### src/rtl/core/nested_priority_task_queue_defines.svh
// assertion macros shared by the priority task queue rtl
`ifndef NESTED_PRIORITY_TASK_QUEUE_DEFINES_SVH
`define NESTED_PRIORITY_TASK_QUEUE_DEFINES_SVH

// condition must hold in the same cycle
`define NPTQ_ASSERT_SAME(lbl, ante, cons, msg) \
    lbl: assert property (@(posedge clk) disable iff (!rst_n) (ante) |-> (cons)) \
        else $error(msg);

// condition must hold in the following cycle
`define NPTQ_ASSERT_NEXT(lbl, ante, cons, msg) \
    lbl: assert property (@(posedge clk) disable iff (!rst_n) (ante) |=> (cons)) \
        else $error(msg);

`endif

### src/rtl/core/nptq_pkg.sv
// shared types and constants of the nested priority task queue
`timescale 1ns / 1ps

package nptq_pkg;

    localparam int QUEUE_DEPTH_DEF = 8;
    localparam int NEST_DEPTH_DEF  = 8;

    localparam logic [8:0] IDLE_LEVEL = 9'd256;

    localparam logic OP_ADD    = 1'b0;
    localparam logic OP_FINISH = 1'b1;

    localparam logic [1:0] ST_OK         = 2'd0;
    localparam logic [1:0] ST_QUEUE_FULL = 2'd1;
    localparam logic [1:0] ST_IDLE_FIN   = 2'd2;
    localparam logic [1:0] ST_NEST_FULL  = 2'd3;

    typedef struct packed {
        logic       opcode;
        logic [7:0] task_id;
        logic [7:0] task_level;
    } req_item_t;

    typedef struct packed {
        logic       dispatch_valid;
        logic [7:0] dispatch_id;
        logic [7:0] dispatch_level;
        logic [1:0] status;
        logic [3:0] pending_count;
        logic [8:0] running_level;
    } rsp_item_t;

    typedef struct packed {
        logic [7:0] id;
        logic [7:0] level;
    } entry_t;

    // queue cell operation
    typedef enum logic [1:0] {
        QOP_HOLD   = 2'd0,
        QOP_INSERT = 2'd1,
        QOP_POP    = 2'd2
    } qop_t;

    // stack cell operation
    typedef enum logic [1:0] {
        SOP_HOLD = 2'd0,
        SOP_PUSH = 2'd1,
        SOP_POP  = 2'd2
    } sop_t;

    typedef struct packed {
        qop_t   op;
        entry_t item;
    } qcell_ctl_t;

endpackage

### src/rtl/core/nptq_qcell.sv
// one slot of the sorted pending-task shift chain
`timescale 1ns / 1ps

module nptq_qcell
    import nptq_pkg::*;
#(
    parameter int IDX   = 0,
    parameter int CNT_W = 4
)
(
    input  logic             clk,
    input  qcell_ctl_t       ctl,
    input  logic [CNT_W-1:0] total,
    input  logic             prev_keep,
    input  entry_t           prev_entry,
    input  entry_t           next_entry,
    output logic             keep,
    output entry_t           entry
);

    localparam logic [CNT_W-1:0] IDX_C = CNT_W'(IDX);

    entry_t entry_reg;
    entry_t entry_next;

    // occupied and not larger than the new item: stays in place on insert
    assign keep  = (IDX_C < total) && (entry_reg.level <= ctl.item.level);
    assign entry = entry_reg;

    // shift right on insert, shift left on pop
    always_comb
    begin
        entry_next = entry_reg;
        unique case (ctl.op)
            QOP_INSERT:
            begin
                if (keep)
                begin
                    entry_next = entry_reg;
                end
                else if (prev_keep)
                begin
                    entry_next = ctl.item;
                end
                else
                begin
                    entry_next = prev_entry;
                end
            end
            QOP_POP:  entry_next = next_entry;
            default:  entry_next = entry_reg;
        endcase
    end

    always_ff @(posedge clk)
    begin
        entry_reg <= entry_next;
    end

endmodule

### src/rtl/core/nptq_scell.sv
// one slot of the shifting stack of preempted levels
`timescale 1ns / 1ps

module nptq_scell
    import nptq_pkg::*;
(
    input  logic       clk,
    input  sop_t       op,
    input  logic [8:0] prev_level,
    input  logic [8:0] next_level,
    output logic [8:0] level
);

    logic [8:0] level_reg;
    logic [8:0] level_next;

    assign level = level_reg;

    // push moves away from the top, pop moves toward it
    always_comb
    begin
        unique case (op)
            SOP_PUSH: level_next = prev_level;
            SOP_POP:  level_next = next_level;
            default:  level_next = level_reg;
        endcase
    end

    always_ff @(posedge clk)
    begin
        level_reg <= level_next;
    end

endmodule

### src/rtl/core/nested_priority_task_queue.sv
// Nested priority task queue: sorted pending tasks and a stack of preempted levels.
//
// Request channel req (req_valid/req_ready) carries an add or a finish item;
// response channel rsp (rsp_valid/rsp_ready) returns one result per item.
// Pending tasks sit in a chain of QUEUE_DEPTH cells kept sorted by level
// (equal levels first in, first out); preempted levels sit in a chain of
// NEST_DEPTH stack cells whose first cell is the top.
// Each item passes through S_EXEC, which inserts into the queue chain or pops the
// stack chain, and then S_DISP, which checks the queue head against the running
// level and possibly pops the head and pushes the old level. The result lands in
// the output register as S_DISP ends, and the next item is taken in the same
// cycle, so a new item enters only once the previous item has written its result.
// A result waiting in the output register does not block the next item's
// S_EXEC step; its S_DISP step waits until the register is free, so a
// stalled receiver stalls the block after at most one more accepted item.
// Reset empties the queue and stack and sets the running level to idle (256).
`timescale 1ns / 1ps
`include "nested_priority_task_queue_defines.svh"

module nested_priority_task_queue
    import nptq_pkg::*;
#(
    parameter int QUEUE_DEPTH = QUEUE_DEPTH_DEF,
    parameter int NEST_DEPTH  = NEST_DEPTH_DEF
)
(
    input  logic      clk,
    input  logic      rst_n,
    input  logic      req_valid,
    output logic      req_ready,
    input  req_item_t req,
    output logic      rsp_valid,
    input  logic      rsp_ready,
    output rsp_item_t rsp
);

    localparam int CNT_W = $clog2(QUEUE_DEPTH + 1);
    localparam int DEP_W = $clog2(NEST_DEPTH + 1);
    localparam logic [CNT_W-1:0] QUEUE_FULL = CNT_W'(QUEUE_DEPTH);
    localparam logic [DEP_W-1:0] NEST_FULL  = DEP_W'(NEST_DEPTH);

    typedef enum logic [2:0] {
        S_IDLE = 3'b001,
        S_EXEC = 3'b010,
        S_DISP = 3'b100
    } state_t;

    state_t           state_reg, state_next;
    req_item_t        item_reg, item_next;
    logic [1:0]       status_reg, status_next;
    logic [CNT_W-1:0] total_reg, total_next;
    logic [8:0]       cur_reg, cur_next;
    logic [DEP_W-1:0] depth_reg, depth_next;
    rsp_item_t        out_reg, out_next;
    logic             out_valid_reg, out_valid_next;

    qcell_ctl_t       qctl;
    sop_t             sop;
    entry_t           q_entry [QUEUE_DEPTH];
    logic             q_keep  [QUEUE_DEPTH];
    logic [8:0]       s_level [NEST_DEPTH];

    logic             can_out;
    logic             due;
    logic             fired;
    logic [1:0]       disp_status;

    assign can_out   = !out_valid_reg || rsp_ready;
    assign req_ready = (state_reg == S_IDLE) || ((state_reg == S_DISP) && can_out);
    assign rsp_valid = out_valid_reg;
    assign rsp       = out_reg;

    // pending task chain
    for (genvar k = 0; k < QUEUE_DEPTH; k++)
    begin : g_q
        logic   pk;
        entry_t pe;
        entry_t ne;
        if (k == 0)
        begin : g_first
            assign pk = 1'b1;
            assign pe = qctl.item;
        end
        else
        begin : g_mid
            assign pk = q_keep[k-1];
            assign pe = q_entry[k-1];
        end
        if (k == QUEUE_DEPTH - 1)
        begin : g_last
            assign ne = qctl.item;
        end
        else
        begin : g_body
            assign ne = q_entry[k+1];
        end
        nptq_qcell #(
            .IDX   (k),
            .CNT_W (CNT_W)
        ) u_cell (
            .clk        (clk),
            .ctl        (qctl),
            .total      (total_reg),
            .prev_keep  (pk),
            .prev_entry (pe),
            .next_entry (ne),
            .keep       (q_keep[k]),
            .entry      (q_entry[k])
        );
    end

    // preempted level chain
    for (genvar k = 0; k < NEST_DEPTH; k++)
    begin : g_s
        logic [8:0] pl;
        logic [8:0] nl;
        if (k == 0)
        begin : g_top
            assign pl = cur_reg;
        end
        else
        begin : g_mid
            assign pl = s_level[k-1];
        end
        if (k == NEST_DEPTH - 1)
        begin : g_bottom
            assign nl = cur_reg;
        end
        else
        begin : g_body
            assign nl = s_level[k+1];
        end
        nptq_scell u_cell (
            .clk        (clk),
            .op         (sop),
            .prev_level (pl),
            .next_level (nl),
            .level      (s_level[k])
        );
    end

    // head more urgent than the running level
    assign due   = (total_reg != '0) && ({1'b0, q_entry[0].level} < cur_reg);
    assign fired = due && (depth_reg < NEST_FULL);
    assign disp_status = (due && !fired && (status_reg == ST_OK)) ? ST_NEST_FULL
                                                                   : status_reg;

    // sequencer
    always_comb
    begin
        state_next     = state_reg;
        item_next      = item_reg;
        status_next    = status_reg;
        total_next     = total_reg;
        cur_next       = cur_reg;
        depth_next     = depth_reg;
        out_next       = out_reg;
        out_valid_next = out_valid_reg && !rsp_ready;
        qctl.op        = QOP_HOLD;
        qctl.item.id   = item_reg.task_id;
        qctl.item.level = item_reg.task_level;
        sop            = SOP_HOLD;

        unique case (state_reg)
            S_IDLE:
            begin
                if (req_valid)
                begin
                    item_next  = req;
                    state_next = S_EXEC;
                end
            end
            S_EXEC:
            begin
                status_next = ST_OK;
                if (item_reg.opcode == OP_ADD)
                begin
                    if (total_reg >= QUEUE_FULL)
                    begin
                        status_next = ST_QUEUE_FULL;
                    end
                    else
                    begin
                        qctl.op    = QOP_INSERT;
                        total_next = total_reg + 1'b1;
                    end
                end
                else
                begin
                    if (depth_reg == '0)
                    begin
                        status_next = ST_IDLE_FIN;
                    end
                    else
                    begin
                        sop        = SOP_POP;
                        cur_next   = s_level[0];
                        depth_next = depth_reg - 1'b1;
                    end
                end
                state_next = S_DISP;
            end
            S_DISP:
            begin
                if (can_out)
                begin
                    if (fired)
                    begin
                        qctl.op    = QOP_POP;
                        sop        = SOP_PUSH;
                        cur_next   = {1'b0, q_entry[0].level};
                        total_next = total_reg - 1'b1;
                        depth_next = depth_reg + 1'b1;
                    end
                    out_next.dispatch_valid = fired;
                    out_next.dispatch_id    = fired ? q_entry[0].id : 8'd0;
                    out_next.dispatch_level = fired ? q_entry[0].level : 8'd0;
                    out_next.status         = disp_status;
                    out_next.pending_count  = 4'(total_next);
                    out_next.running_level  = cur_next;
                    out_valid_next          = 1'b1;
                    if (req_valid)
                    begin
                        item_next  = req;
                        state_next = S_EXEC;
                    end
                    else
                    begin
                        state_next = S_IDLE;
                    end
                end
            end
            default:
            begin
                state_next = S_IDLE;
            end
        endcase
    end

    // control registers
    always_ff @(posedge clk or negedge rst_n)
    begin
        if (!rst_n)
        begin
            state_reg     <= S_IDLE;
            total_reg     <= '0;
            cur_reg       <= IDLE_LEVEL;
            depth_reg     <= '0;
            out_valid_reg <= 1'b0;
        end
        else
        begin
            state_reg     <= state_next;
            total_reg     <= total_next;
            cur_reg       <= cur_next;
            depth_reg     <= depth_next;
            out_valid_reg <= out_valid_next;
        end
    end

    // payload registers
    always_ff @(posedge clk)
    begin
        item_reg   <= item_next;
        status_reg <= status_next;
        out_reg    <= out_next;
    end

    `NPTQ_ASSERT_SAME(a_total_bound, 1'b1, total_reg <= QUEUE_FULL,
        "pending count above queue depth")
    `NPTQ_ASSERT_SAME(a_depth_bound, 1'b1, depth_reg <= NEST_FULL,
        "nesting depth above stack size")
    `NPTQ_ASSERT_NEXT(a_accept_exec, req_valid && req_ready, state_reg == S_EXEC,
        "accepted item did not start")
    `NPTQ_ASSERT_SAME(a_disp_level, out_valid_reg && out_reg.dispatch_valid,
        out_reg.running_level == {1'b0, out_reg.dispatch_level},
        "dispatched level is not the running level")
    `NPTQ_ASSERT_SAME(a_head_sorted, (state_reg != S_EXEC) && (total_reg >= CNT_W'(2)),
        q_entry[0].level <= q_entry[1].level, "queue head out of order")

endmodule

### config.mk
export PLATFORM = sky130hd
export DESIGN_NAME = nested_priority_task_queue
export DESIGN_NICKNAME = d
export VERILOG_FILES = /design/src/rtl/core/nptq_pkg.sv /design/src/rtl/core/nptq_qcell.sv /design/src/rtl/core/nptq_scell.sv /design/src/rtl/core/nested_priority_task_queue.sv
export VERILOG_INCLUDE_DIRS = /design/src /design/src/rtl/core
export SDC_FILE = /design/constraint.sdc
export NUM_CORES = 1
export LEC_CHECK = 0
export ABC_AREA = 1
export BUFFER_PORTS_ARGS = -buffer_cell sky130_fd_sc_hd__buf_2
export CORE_MARGIN = 3
export CORE_UTILIZATION = 40
export DETAILED_ROUTE_END_ITERATION = 8
export SETUP_SLACK_MARGIN = 0.3
export SYNTH_ARGS = -nofsm -noshare
export SYNTH_HDL_FRONTEND = slang
export SYNTH_SLANG_ARGS = --single-unit
### constraint.sdc
create_clock -name clk -period 4.8 [get_ports clk]
set_input_delay 0.48 -clock clk [delete_from_list [all_inputs] [get_ports clk]]
set_output_delay 0.48 -clock clk [all_outputs]
set_load 0.1 [all_outputs]
==> reports/qor.txt <==
Status -> complete, no violations
Starting density of the core -> 0.408
Leakage -> 0.00716 uW
Sink Count -> 272
Slew Limit Headroom -> 0.318
Die width -> 197 um
# fillers -> 3530
Post_cts resized -> 0
Worst-path clk slew -> 0.06 ns
RSZ-0062 raised after global routing -> false
DR iter-0 viols -> 812
Clk root buf -> clkbuf_16
Synth Net Count -> 1707
Most used cell, CP -> ha_1
Startpoint types -> flip-flop
CP arrival -> 4.30 ns
1st-pass router iterations -> 6
Netlist Area Pre-Place -> 0.0146 mm2
Critical Path, Cell by Cell -> inv_1 > ha_1 > nand2_4 > nand3_1 > nor2_2 > nand3_2 > buf_4 > nor2_4 > clkinv_2 > ha_1 > clkinvlp_4 > buf_12
Gpl congestion -> 0.853
Post-CTS Setup Repair Bufs -> 0
Setup Skew -> 0.0223 ns
Cts bufs inserted -> 31
Placed standard-cell area -> 0.0153 mm2
Crit-path max FO -> 45
Core footprint -> 0.0357 mm2
Crit share post-route -> 0.830
Final net count -> 1756
Final ANT Viol Nets -> 0
Slew Viols, Final -> 0
Max Cap Violations -> 0
Skew-Pair Late Insertion Delay -> 0.59 ns
Power Density -> 567 mW/mm2
Asr flop ratio synth -> 0.0772
Max stage delay cell, worst path -> clkinvlp_4
Hpwl dp -> 23700 um
Die Span Y -> 197 um
Initial antenna violation count -> 0
Hold-fix buffers, CTS -> 1
Reg area -> 0.00807 mm2
Post-synthesis cell type count -> 36
Routed length per instance -> 15.6 um
I/O Buffers -> 54
Max reg flops -> 128
Vias in the first global route -> 10500
Setup TNS -> 0 ns
Cells after synthesis -> 1615
Synth Warn # -> 0
Post-synth EDFFs -> 251
Largest net degree at the start of global routing -> 109
Syn Area/Cell -> 9.02 um2
VDD IR max -> 0.431 mV
Finish-stage setup viols -> 0
# diodes -> 0
Req. time, crit path -> 5.12 ns
Commonest non-fill, non-tap cells in the layout -> 507 x nand2_1, 251 x edfxtp_1, 227 x nand3_1
Seq cells post-synth -> 272
Total power -> 9250 uW
CTS tree -> done
Row cnt -> 69
Seq/Total Area, Yosys -> 0.553
Die footprint -> 0.0388 mm2
Slowest stage delay, CP -> 0.55 ns
Post-synth top flop -> edfxtp_1
CP delay by family, top -> buffers and inverters
Post-Route WL -> 33500 um
Total Routing Usage GR -> 0.172
Clock Tree Buf Depth -> 3
DR DRC count -> 0
Hold Fails Final Rpt -> 0
First-pass GRT wire length -> 54800 um
Overflow after GRT -> 0
Worst min path class -> in2reg
Least-Margin Pin Slew -> 1.02 ns
CP Capture Type -> flip-flop
Layout cells sized above 1 -> 0.0924
Fmax -> 0.251 GHz
Routed via count -> 10800
# IOs -> 55
Most common cell after layout, fill and taps aside -> nand2_1
Multi-input logic area -> 0.00538 mm2
Layout area overhead -> 12.0%
Fin area -> 0.0163 mm2
Via density -> 5.04
Post-route minimum period -> 3.98 ns
Buffer and inverter count on the worst path -> 5
Crit Path Class -> reg2reg
Max H-tree Level -> 1
layout make-up:
class,instances,area share
Sequential cell,272,0.494
Clock inverter,17,0.0116
Multi-Input combinational cell,1068,0.329
Clock buffer,41,0.0498
Timing Repair Buffer,87,0.0327
Inverter,204,0.0472
Tap cell,461,0.0353
routing by layer:
layer / routed length (um) / vias to the layer above / global-route usage
li1: - / 5484 / -
met1: 16200 / 5067 / 0.247
met2: 15100 / 229 / 0.275
met3: 1470 / 46 / 0.0256
met4: 712 / 0 / 0.0436
met5: 0 / - / 0
path summary, 6_finish.rpt:
path,startpoint,end,slack (ns),cells past startpoint
hold reg to reg,cur_reg[5],cur_reg[5],0.51,2
setup reg to reg,total_reg[0],g_s[3].u_cell.level[0],0.82,12
max in group asynchronous,rst_n,state_reg[0],4.03,2
min in group asynchronous,rst_n,total_reg[2],0.40,2
setup / recovery,total_reg[0],g_s[3].u_cell.level[0],0.82,12
hold / removal,req[7],g_q[0].pe[7],0.08,1
worst reg2reg max path, delay by kind of cell (launching register included):
kind | cells | cell delay, ns
simple gates | 5 | 1.00
flops | 1 | 0.42
fa+ha+maj | 2 | 0.69
buf+inv | 5 | 1.57
stage by stage:
step	std cells	setup WS [ns]	hold WS (ns)	util
floorplan	1615	0.592	0.184	-
global placement	2091	1.02	0.485	0.428
detailed placement	2091	0.846	0.485	0.428
CTS	2150	0.834	0.0473	0.457
global route	2150	0.549	0.0550	0.457
finish	2150	0.817	0.0780	0.457
cells in the mapped netlist (all sizes together), types with 2 or more instances:
master	number	area [um2]
nand2	509	1920
edfxtp	251	7540
nand3	228	1150
inv	196	736
o21ai	76	380
ha	70	876
a21oi	66	330
nor2	64	250
clkbuf	38	143
buf	33	250
dfrtp	19	475
nand4	19	119
mux2	9	101
clkinv	8	30.0
o21a	8	60.1
xor2	6	52.6
nor3	4	31.3
dfstp	2	52.6
xnor2	2	17.5
logic make-up (layout without fill, tap and decap cells):
group           count (synthesis)  count (layout)  synth area share
simple gates                  825             825             0.238
compound gates                155             155            0.0554
flops                         272             272             0.553
buf+inv                       275             349            0.0795
fa+ha+maj                      71              71            0.0615
mux                             9               9           0.00696
xor+xnor                        8               8           0.00481
where the power goes:
part	internal, uW	switching (uW)
combinational	1000	2370
clock	1360	985
sequential	3310	224
total	5680	3570
No activity file was read; power rests on OpenSTA's default activity.
